### config.mk
export PLATFORM = sky130hd
export DESIGN_NAME = k_server_work_balance_dispatch_core
export DESIGN_NICKNAME = d
export VERILOG_FILES = /design/src/rtl/kswb_pkg.sv /design/src/rtl/kswb_mem.sv /design/src/rtl/kswb_isqrt.sv /design/src/rtl/k_server_work_balance_dispatch_core.sv
export SDC_FILE = /design/constraint.sdc
export NUM_CORES = 2
export LEC_CHECK = 0
export ABC_AREA = 1
export BUFFER_PORTS_ARGS = -buffer_cell sky130_fd_sc_hd__buf_2
export CORE_MARGIN = 2
export CORE_UTILIZATION = 65
export CTS_CLUSTER_SIZE = 40
export DETAILED_ROUTE_END_ITERATION = 7
export HOLD_SLACK_MARGIN = 0.08
export PLACE_DENSITY_LB_ADDON = 0.25
export SLEW_MARGIN = 20
export SYNTH_ARGS = -nofsm -noshare
export SYNTH_HDL_FRONTEND = slang
export SYNTH_SLANG_ARGS = --single-unit
### constraint.sdc
create_clock -name clock -period 10.07 [get_ports clock]
set_clock_uncertainty 0.15 [all_clocks]
set_input_delay 0.5035 -clock clock [delete_from_list [all_inputs] [get_ports clock]]
set_output_delay 0.5035 -clock clock [all_outputs]
set_load 0.02 [all_outputs]
### src/rtl/kswb_pkg.sv
// kswb_pkg: types and constants shared by the k-server work-balance dispatcher.
// No dependencies.
package kswb_pkg;

   localparam int COORD_BITS = 12;
   localparam int IDX_BITS   = 4;
   localparam int CSR_BITS   = 5;
   localparam int ROOT_BITS  = COORD_BITS + 1;
   localparam int RAD_BITS   = 2 * ROOT_BITS;
   localparam int SQ_BITS    = 2 * COORD_BITS;
   localparam int SUM_BITS   = 32;

   localparam logic [1:0] OP_PLACE   = 2'd0;
   localparam logic [1:0] OP_REQUEST = 2'd1;
   localparam logic [1:0] OP_RESTART = 2'd2;

   typedef struct packed {
      logic [1:0]            opcode;
      logic [IDX_BITS-1:0]   server_index;
      logic [COORD_BITS-1:0] point_x;
      logic [COORD_BITS-1:0] point_y;
   } req_type;

   typedef struct packed {
      logic [IDX_BITS-1:0]  chosen_server;
      logic [ROOT_BITS-1:0] step_cost;
      logic [SUM_BITS-1:0]  chosen_travel;
      logic [SUM_BITS-1:0]  total_cost;
   } rsp_type;

   typedef struct packed {
      logic [COORD_BITS-1:0] x;
      logic [COORD_BITS-1:0] y;
   } home_word_type;

   typedef struct packed {
      logic [COORD_BITS-1:0] x;
      logic [COORD_BITS-1:0] y;
      logic [SUM_BITS-1:0]   travel;
   } run_word_type;

   typedef struct packed {
      logic place;
      logic move;
      logic restart;
   } mem_wr_type;

   typedef enum logic [2:0] {
      ST_IDLE,
      ST_SCAN,
      ST_DIFF,
      ST_SQUARE,
      ST_LOAD,
      ST_ROOT
   } state_type;

endpackage

### src/rtl/kswb_mem.sv
// kswb_mem: home and running-state memories with per-entry valid bits.
// Entries without a running word read as home / zero travel, or all zero if never placed. Uses kswb_pkg.
module kswb_mem import kswb_pkg::*; #(
   parameter int MAX_SERVERS = 16,
   parameter int AW          = 4
) (
   input  logic         clock,
   input  logic         reset,
   input  mem_wr_type   wr,
   input  logic [AW-1:0] wr_addr,
   input  run_word_type wr_run,
   input  logic         rd_en,
   input  logic [AW-1:0] rd_addr,
   output run_word_type rd_word
);

   home_word_type home_mem [MAX_SERVERS];
   run_word_type  run_mem  [MAX_SERVERS];

   logic [MAX_SERVERS-1:0] home_vld_ff, home_vld_in;
   logic [MAX_SERVERS-1:0] run_vld_ff, run_vld_in;
   home_word_type          home_q_ff;
   run_word_type           run_q_ff;
   logic                   home_hit_ff, run_hit_ff;

   always_ff @(posedge clock) begin
      if (wr.place) begin
         home_mem[wr_addr] <= '{x: wr_run.x, y: wr_run.y};
      end
      if (wr.move) begin
         run_mem[wr_addr] <= wr_run;
      end
      if (rd_en) begin
         home_q_ff   <= home_mem[rd_addr];
         run_q_ff    <= run_mem[rd_addr];
         home_hit_ff <= home_vld_ff[rd_addr];
         run_hit_ff  <= run_vld_ff[rd_addr];
      end
   end

   always_comb begin
      home_vld_in = home_vld_ff;
      run_vld_in  = run_vld_ff;
      if (wr.restart) begin
         run_vld_in = '0;
      end
      if (wr.place) begin
         home_vld_in[wr_addr] = 1'b1;
         run_vld_in[wr_addr]  = 1'b0;
      end
      if (wr.move) begin
         run_vld_in[wr_addr] = 1'b1;
      end
   end

   always_ff @(posedge clock) begin
      if (reset) begin
         home_vld_ff <= '0;
         run_vld_ff  <= '0;
      end else begin
         home_vld_ff <= home_vld_in;
         run_vld_ff  <= run_vld_in;
      end
   end

   always_comb begin
      if (run_hit_ff) begin
         rd_word = run_q_ff;
      end else if (home_hit_ff) begin
         rd_word = '{x: home_q_ff.x, y: home_q_ff.y, travel: '0};
      end else begin
         rd_word = '0;
      end
   end

endmodule

### src/rtl/kswb_isqrt.sv
// kswb_isqrt: iterative integer square root, one result bit per cycle.
// Uses kswb_pkg for operand and root widths.
module kswb_isqrt import kswb_pkg::*; (
   input  logic                 clock,
   input  logic                 reset,
   input  logic                 start,
   input  logic [RAD_BITS-1:0]  operand,
   output logic                 done,
   output logic [ROOT_BITS-1:0] root
);

   localparam int NW = $clog2(ROOT_BITS + 1);
   localparam logic [RAD_BITS-1:0] BIT_INIT = {2'b01, {(RAD_BITS-2){1'b0}}};

   logic [RAD_BITS-1:0] rem_ff, rem_in;
   logic [RAD_BITS-1:0] res_ff, res_in;
   logic [RAD_BITS-1:0] bit_ff, bit_in;
   logic [NW-1:0]       cnt_ff, cnt_in;
   logic                run_ff, run_in;
   logic                done_ff, done_in;
   logic [RAD_BITS:0]   trial;

   assign trial = {1'b0, res_ff} + {1'b0, bit_ff};

   always_comb begin
      rem_in  = rem_ff;
      res_in  = res_ff;
      bit_in  = bit_ff;
      cnt_in  = cnt_ff;
      run_in  = run_ff;
      done_in = 1'b0;
      if (start) begin
         rem_in = operand;
         res_in = '0;
         bit_in = BIT_INIT;
         cnt_in = NW'(ROOT_BITS);
         run_in = 1'b1;
      end else if (run_ff) begin
         if ({1'b0, rem_ff} >= trial) begin
            rem_in = rem_ff - trial[RAD_BITS-1:0];
            res_in = (res_ff >> 1) + bit_ff;
         end else begin
            res_in = res_ff >> 1;
         end
         bit_in = bit_ff >> 2;
         cnt_in = cnt_ff - NW'(1);
         if (cnt_ff == NW'(1)) begin
            run_in  = 1'b0;
            done_in = 1'b1;
         end
      end
   end

   always_ff @(posedge clock) begin
      if (reset) begin
         run_ff  <= 1'b0;
         done_ff <= 1'b0;
         cnt_ff  <= '0;
      end else begin
         run_ff  <= run_in;
         done_ff <= done_in;
         cnt_ff  <= cnt_in;
      end
      rem_ff <= rem_in;
      res_ff <= res_in;
      bit_ff <= bit_in;
   end

   assign done = done_ff;
   assign root = res_ff[ROOT_BITS-1:0];

endmodule

### src/rtl/k_server_work_balance_dispatch_core.sv
// k-server work-balance dispatcher. Place, restart and unknown words: strobe in the cycle after
// start, next word taken in the next cycle. Request: strobe after the travel scan of the n servers
// in use (clamped to 1..MAX_SERVERS), the DIFF, SQUARE and LOAD states and the root unit; next
// word taken in the strobe cycle. The travel scan reads one entry a cycle.
// Results are shown for one cycle; the receiver cannot stall. Synchronous reset clears valid
// bits, total cost and sets servers in use to 1. Depends on kswb_pkg, kswb_mem, kswb_isqrt.
module k_server_work_balance_dispatch_core import kswb_pkg::*; #(
   parameter int MAX_SERVERS = 16
) (
   input  logic                clock,
   input  logic                reset,
   input  logic                start,
   output logic                busy,
   input  req_type             req_item,
   output logic                rsp_valid,
   output rsp_type             rsp_item,
   input  logic                csr_valid,
   output logic                csr_ready,
   input  logic [CSR_BITS-1:0] csr_data
);

   localparam int AW = (MAX_SERVERS > 1) ? $clog2(MAX_SERVERS) : 1;
   localparam int CW = $clog2(MAX_SERVERS + 1);

   state_type state_ff, state_in;

   logic [CSR_BITS-1:0]   csr_ff;
   logic [SUM_BITS-1:0]   cost_ff, cost_in;
   logic                  rsp_valid_ff, rsp_valid_in;
   rsp_type               rsp_ff, rsp_in;
   req_type               req_ff, req_in;
   logic [CW-1:0]         iss_ff, iss_in;
   logic                  pend_ff, pend_in;
   logic [AW-1:0]         pidx_ff, pidx_in;
   logic [AW-1:0]         best_idx_ff, best_idx_in;
   run_word_type          best_ff, best_in;
   logic [COORD_BITS-1:0] dx_ff, dx_in, dy_ff, dy_in;
   logic [SQ_BITS-1:0]    dxsq_ff, dxsq_in, dysq_ff, dysq_in;

   logic                 accept;
   logic [CW-1:0]        lim;
   mem_wr_type           wr;
   logic [AW-1:0]        wr_addr;
   run_word_type         wr_run;
   logic                 rd_en;
   run_word_type         rd_word;
   logic                 sq_start;
   logic [RAD_BITS-1:0]  sq_operand;
   logic                 sq_done;
   logic [ROOT_BITS-1:0] root;
   logic [SUM_BITS:0]    trav_sum, cost_sum;
   logic [SUM_BITS-1:0]  new_trav, new_cost;
   logic                 place_ok;

   assign busy      = (state_ff != ST_IDLE);
   assign accept    = start && !busy;
   assign csr_ready = 1'b1;
   assign rsp_valid = rsp_valid_ff;
   assign rsp_item  = rsp_ff;
   assign place_ok  = (32'(req_item.server_index) < MAX_SERVERS);

   always_comb begin
      priority if (csr_ff == '0) begin
         lim = CW'(1);
      end else if (32'(csr_ff) > MAX_SERVERS) begin
         lim = CW'(MAX_SERVERS);
      end else begin
         lim = CW'(csr_ff);
      end
   end

   assign trav_sum   = {1'b0, best_ff.travel} + (SUM_BITS+1)'(root);
   assign cost_sum   = {1'b0, cost_ff} + (SUM_BITS+1)'(root);
   assign new_trav   = trav_sum[SUM_BITS] ? '1 : trav_sum[SUM_BITS-1:0];
   assign new_cost   = cost_sum[SUM_BITS] ? '1 : cost_sum[SUM_BITS-1:0];
   assign sq_operand = RAD_BITS'(dxsq_ff) + RAD_BITS'(dysq_ff);

   kswb_mem #(
      .MAX_SERVERS(MAX_SERVERS),
      .AW         (AW)
   ) u_mem (
      .clock  (clock),
      .reset  (reset),
      .wr     (wr),
      .wr_addr(wr_addr),
      .wr_run (wr_run),
      .rd_en  (rd_en),
      .rd_addr(iss_ff[AW-1:0]),
      .rd_word(rd_word)
   );

   kswb_isqrt u_isqrt (
      .clock  (clock),
      .reset  (reset),
      .start  (sq_start),
      .operand(sq_operand),
      .done   (sq_done),
      .root   (root)
   );

   // next state
   always_comb begin
      state_in = state_ff;
      unique case (state_ff)
         ST_IDLE: begin
            if (accept && req_item.opcode == OP_REQUEST) begin
               state_in = ST_SCAN;
            end
         end
         ST_SCAN: begin
            if (!rd_en && !pend_ff) begin
               state_in = ST_DIFF;
            end
         end
         ST_DIFF:   state_in = ST_SQUARE;
         ST_SQUARE: state_in = ST_LOAD;
         ST_LOAD:   state_in = ST_ROOT;
         ST_ROOT: begin
            if (sq_done) begin
               state_in = ST_IDLE;
            end
         end
         default:   state_in = ST_IDLE;
      endcase
   end

   // memory and root unit controls
   always_comb begin
      wr       = '0;
      wr_addr  = '0;
      wr_run   = '0;
      rd_en    = 1'b0;
      sq_start = 1'b0;
      unique case (state_ff)
         ST_IDLE: begin
            if (accept) begin
               unique case (req_item.opcode)
                  OP_PLACE: begin
                     wr.place = place_ok;
                     wr_addr  = AW'(req_item.server_index);
                     wr_run   = '{x: req_item.point_x, y: req_item.point_y, travel: '0};
                  end
                  OP_RESTART: wr.restart = 1'b1;
                  default: ;
               endcase
            end
         end
         ST_SCAN:  rd_en    = (iss_ff < lim);
         ST_LOAD:  sq_start = 1'b1;
         ST_ROOT: begin
            if (sq_done) begin
               wr.move = 1'b1;
               wr_addr = best_idx_ff;
               wr_run  = '{x: req_ff.point_x, y: req_ff.point_y, travel: new_trav};
            end
         end
         default: ;
      endcase
   end

   // datapath
   always_comb begin
      req_in       = req_ff;
      cost_in      = cost_ff;
      rsp_in       = rsp_ff;
      rsp_valid_in = 1'b0;
      iss_in       = iss_ff;
      pend_in      = 1'b0;
      pidx_in      = iss_ff[AW-1:0];
      best_idx_in  = best_idx_ff;
      best_in      = best_ff;
      dx_in        = dx_ff;
      dy_in        = dy_ff;
      dxsq_in      = dxsq_ff;
      dysq_in      = dysq_ff;
      unique case (state_ff)
         ST_IDLE: begin
            if (accept) begin
               req_in = req_item;
               iss_in = '0;
               rsp_in = '{chosen_server: '0, step_cost: '0, chosen_travel: '0,
                          total_cost: cost_ff};
               unique case (req_item.opcode)
                  OP_PLACE: begin
                     rsp_in.chosen_server = req_item.server_index;
                     rsp_valid_in         = 1'b1;
                  end
                  OP_REQUEST: ;
                  OP_RESTART: begin
                     cost_in           = '0;
                     rsp_in.total_cost = '0;
                     rsp_valid_in      = 1'b1;
                  end
                  default: rsp_valid_in = 1'b1;
               endcase
            end
         end
         ST_SCAN: begin
            if (rd_en) begin
               iss_in  = iss_ff + CW'(1);
               pend_in = 1'b1;
            end
            if (pend_ff && (pidx_ff == '0 || rd_word.travel < best_ff.travel)) begin
               best_in     = rd_word;
               best_idx_in = pidx_ff;
            end
         end
         ST_DIFF: begin
            dx_in = (best_ff.x > req_ff.point_x) ? best_ff.x - req_ff.point_x
                                                 : req_ff.point_x - best_ff.x;
            dy_in = (best_ff.y > req_ff.point_y) ? best_ff.y - req_ff.point_y
                                                 : req_ff.point_y - best_ff.y;
         end
         ST_SQUARE: begin
            dxsq_in = SQ_BITS'(dx_ff) * SQ_BITS'(dx_ff);
            dysq_in = SQ_BITS'(dy_ff) * SQ_BITS'(dy_ff);
         end
         ST_LOAD: ;
         ST_ROOT: begin
            if (sq_done) begin
               cost_in      = new_cost;
               rsp_in       = '{chosen_server: IDX_BITS'(best_idx_ff), step_cost: root,
                                chosen_travel: new_trav, total_cost: new_cost};
               rsp_valid_in = 1'b1;
            end
         end
         default: ;
      endcase
   end

   always_ff @(posedge clock) begin
      if (reset) begin
         state_ff     <= ST_IDLE;
         csr_ff       <= CSR_BITS'(1);
         cost_ff      <= '0;
         rsp_valid_ff <= 1'b0;
         iss_ff       <= '0;
         pend_ff      <= 1'b0;
      end else begin
         state_ff     <= state_in;
         cost_ff      <= cost_in;
         rsp_valid_ff <= rsp_valid_in;
         iss_ff       <= iss_in;
         pend_ff      <= pend_in;
         if (csr_valid && csr_ready) begin
            csr_ff <= csr_data;
         end
      end
      req_ff      <= req_in;
      rsp_ff      <= rsp_in;
      pidx_ff     <= pidx_in;
      best_idx_ff <= best_idx_in;
      best_ff     <= best_in;
      dx_ff       <= dx_in;
      dy_ff       <= dy_in;
      dxsq_ff     <= dxsq_in;
      dysq_ff     <= dysq_in;
   end

endmodule

==> flow_summary_export.csv <==
group,metric,value,unit
route,routed_wl,225000,um
floorplanning,die_width,366,um
grt,grt_pass1_wl,343000,um
floorplanning,die_y,366,um
status,outcome,"finished clean",
critical_path,worstPathMaxFanout,12,
clock_network,cts_tree,"built",
place,gp_congestion,0.955,
sta,clock.fmax,183,MHz
critical_path,start_kind,"flop",
cells_and_area,layout.cells.non_filler,9895,
logic_synthesis,ys_ff_latch,1751,
critical_path,crit_buf_inv,5,
sta,setup_violations,0,
cells_and_area,syn2layout_area_growth,9.85,%
logic_synthesis,syn_nets,8448,
logic_synthesis,syn_inst,7942,
clock_network,clockBufferDepth,3,
sta,slew_headroom,20.2,%
grt,grt-ovfl-total,0,
critical_path,path_cells,"nand2_1, inv_1, fa_1, fa_1, inv_1, fa_1, inv_1, fa_1, inv_1, fa_1, inv_1, ha_1, a21oi_1, o21ai_0, a21oi_1, o21ai_0, nand4_1, nand3_1, xnor2_1",
critical_path,path_class,"flop to flop",
clock_network,cts-root-buf,"clkbuf_16",
route,drc_errors,0,
logic_synthesis,yosysSeqAreaShare,60.3,%
clock_network,cts_buffers,175,
route,via_count,61800,
logic_synthesis,synth-edff-count,1623,
flow_run,drv.max_cap_violation_count,0,
clock_network,insertion_delay,0.82,ns
critical_path,worst_ep_arrival_time,5.88,ns
cells_and_area,diodes,0,
clock_network,cts.reportedPaths.clkPinSlew,0.06,ns
floorplanning,die_area,0.134,mm2
power,total_power,17.6,mW
critical_path,cpLargestDelayFamily,"adder cells",
logic_synthesis,avgSynthCellArea,10.7,um2
grt,first_global_vias,59700,
logic_synthesis,synth.distinct_cells,58,
place,dp_hpwl,133000,um
place,io_buffers,121,
route,firstDrtPassIters,6,
cells_and_area,drive_above_1_share,7.22,%
route,routedWlPerCell,22.8,um
sta,finalCritPeriodShare,54.4,%
power,switchingPower,4.92,mW
grt,grt_max_degree,222,
power,clkPwrFrac,35.6,%
logic_synthesis,yosysWarnings,0,
min_path,hp-class,"primary input to flop",
floorplanning,ios,123,
sta,finalHoldViolations,0,
logic_synthesis,syn_area,0.0851,mm2
route,drt.antenna.violating_nets,0,
sta,finalMaxSlewViolations,0,
critical_path,cp_slowest_cell,"edfxtp_1",
floorplanning,num_rows,132,
grt,grt_antenna_before_repair,3,
power,vdd_ir_drop_max,0.000204,V
cells_and_area,multi_input_area,0.0294,mm2
sta,timing.hold.ws,0.140,ns
critical_path,end_kind,"flop",
logic_synthesis,async_reset_ff_share,0,%
clock_network,clock-sinks,1751,
logic_synthesis,synth_top_flop_cell,"edfxtp_1",
grt,track_usage,33.2,%
logic_synthesis,synth_top_area_share,57.3,%
sta,worst_pin_slew,1.20,ns
clock_network,htreeDepth,4,
sta,min_period,5.47,ns
route,avgViaCountPerCell,6.24,
sta,fin_ws,4.60,ns
floorplanning,core,0.130,mm2
place,pre_cts_slack,4.61,ns
power,internal-power,12.7,mW
floorplanning,start_util,65.6,%
power,p_seq_share,47.3,%
power,switching_share,27.9,%
logic_synthesis,synth_top_area_cell,"edfxtp_1",
power,pwr-share-comb,17.0,%
power,total_leakage_power,36.2,nW
power,powerDensity,188,mW/mm2
place,post-place-cells,9529,
cells_and_area,fillCellCount,8845,
sta,rsz0062_at_grt,"no",
critical_path,cp_slowest_stage_delay,0.64,ns
critical_path,critPathRequiredTime,10.47,ns
cells_and_area,seq_area,0.0513,mm2
logic_synthesis,synthTopCellsByArea,"edfxtp_1 57%, o21ai_0 5.2%, nand2_1 5.0%",
route,drt-initial-drc-count,8633,
sta,setup-tns-final,0,ns
cells_and_area,nets,8516,
## cells in the mapped netlist (11+ instances only)
master    number
or2_2         12
nand4_1       43
buf_2         18
inv_1        839
nor2_1       924
nor3_1        39
o21ai_1       19
o21ai_0      881
and2_1        15
buf_1         39
o211ai_1      46
o21bai_1      17
edfxtp_1    1623
a21o_1        21
ha_1         304
nor4_1        11
a21oi_1      302
a31oi_1       27
o22ai_1      197
a22oi_1       13
nand2_1     1131
o221ai_1     134
nand3_1      410
xnor2_1       58
fa_1         163
o21a_1        16
xor2_1       110
dfxtp_1      128
clkbuf_1     299
## per-stage QoR
| step | instance area [um2] | utilization, % |
|---|---|---|
| final | 93500 | 72.1 |
| after global routing | 93500 | 72.1 |
| after CTS | 93400 | 72.0 |
| after detailed placement | 87500 | 67.5 |
| after global placement | 87500 | 67.5 |
| after floorplan | 85100 | - |
## flip-flops by register name (all words and copies together), names as in the netlist, 16 cells and up
name               flops
cost_ff               32
u_isqrt.rem_ff        26
u_mem.run_mem        896
dysq_ff               23
u_mem.run_q_ff        56
u_mem.home_vld_ff     16
req_ff                24
best_ff               56
u_mem.home_q_ff       24
u_mem.run_vld_ff      16
rsp_item              81
u_mem.home_mem       384
dxsq_ff               23
u_isqrt.res_ff        26
## what timing repair did
item | in CTS | in global routing
hold buffers | 44 | 0
setup buffers | 0 | 0
gates resized for setup | 0 | 0
endpoints found under the hold margin | 32 | 0
## worst paths after layout
path / slack (ns) / endpoint / depth (start not counted) / from
worst max-delay path: 4.60 / dxsq_ff[23]$_DFFE_PN_ / 19 / dx_ff[6]$_DFFE_PN_
worst min-delay path: 0.14 / u_isqrt.cnt_ff[1]$_SDFFE_PP0P_ / 2 / reset
worst max register to register: 4.60 / dxsq_ff[23]$_DFFE_PN_ / 19 / dx_ff[6]$_DFFE_PN_
worst min register to register: 0.28 / best_idx_ff[2]$_DFFE_PP_ / 0 / pidx_ff[2]$_DFF_P_
## kinds of logic after synthesis
family	synth area share (%)
AOI/OAI and AO/OA	11.5
xor gates and xnor gates	1.73
adders and majority gates	8.30
buffers and inverters	5.51
DFF	60.3
muxes	0.103
other	0.00441
and+or+nand+nor	12.6
## metal layers
layer  share of wire, %  wire (um)  up-vias  track usage (%)
met5              0.016         35        -                0
met1                 39      87400    29800             46.2
li1                   -          -    27800                -
met2                 48     107000     3567             53.4
met4                3.6       8170        4             13.0
met3                 10      22600      564             4.77
## cell type report
type	instances	share of cell area (%)
clock buffer	224	4.94
clock inverter	96	0.908
inverter	851	3.45
multi-input combinational	4969	31.5
sequential	1751	54.9
tap	1742	2.33
timing repair buffer	262	1.99
## power by group through the flow
stage	Clock, mW	Combinational, mW	Sequential (mW)
finish	6.28	3.00	8.33
global route	6.60	3.37	8.34
CTS	6.32	2.98	8.33
detailed placement	0	2.94	8.48
global placement	0	2.86	8.48
floorplan	0	2.19	8.43
## cell usage in the layout (no fill, tap or decap), types with 10 or more instances in the layout
| cell | instances |
|---|---|
| inv_1 | 826 |
| ha_1 | 304 |
| o21ai_2 | 27 |
| nor2_4 | 19 |
| buf_2 | 121 |
| dfxtp_1 | 125 |
| nand3_1 | 410 |
| a31oi_1 | 26 |
| o21ai_0 | 857 |
| a21o_1 | 21 |
| nand4_1 | 43 |
| bufinv_16 | 10 |
| clkbuf_16 | 177 |
| or2_2 | 12 |
| o21a_1 | 16 |
| edfxtp_1 | 1623 |
| and2_1 | 15 |
| a21oi_1 | 301 |
| nor4_1 | 11 |
| xor2_1 | 110 |
| o21bai_1 | 17 |
| nor3_1 | 36 |
| o211ai_1 | 46 |
| clkbuf_1 | 46 |
| nand2_1 | 1130 |
| dlygate4sd3_1 | 44 |
| xnor2_1 | 58 |
| a22oi_1 | 13 |
| clkinv_2 | 29 |
| nor2_2 | 16 |
| o21ai_1 | 19 |
| o22ai_1 | 197 |
| fa_1 | 163 |
| clkinv_1 | 43 |
| o221ai_1 | 134 |
| nor2_1 | 896 |
| buf_4 | 90 |
Power figures use the tool's default switching activity.
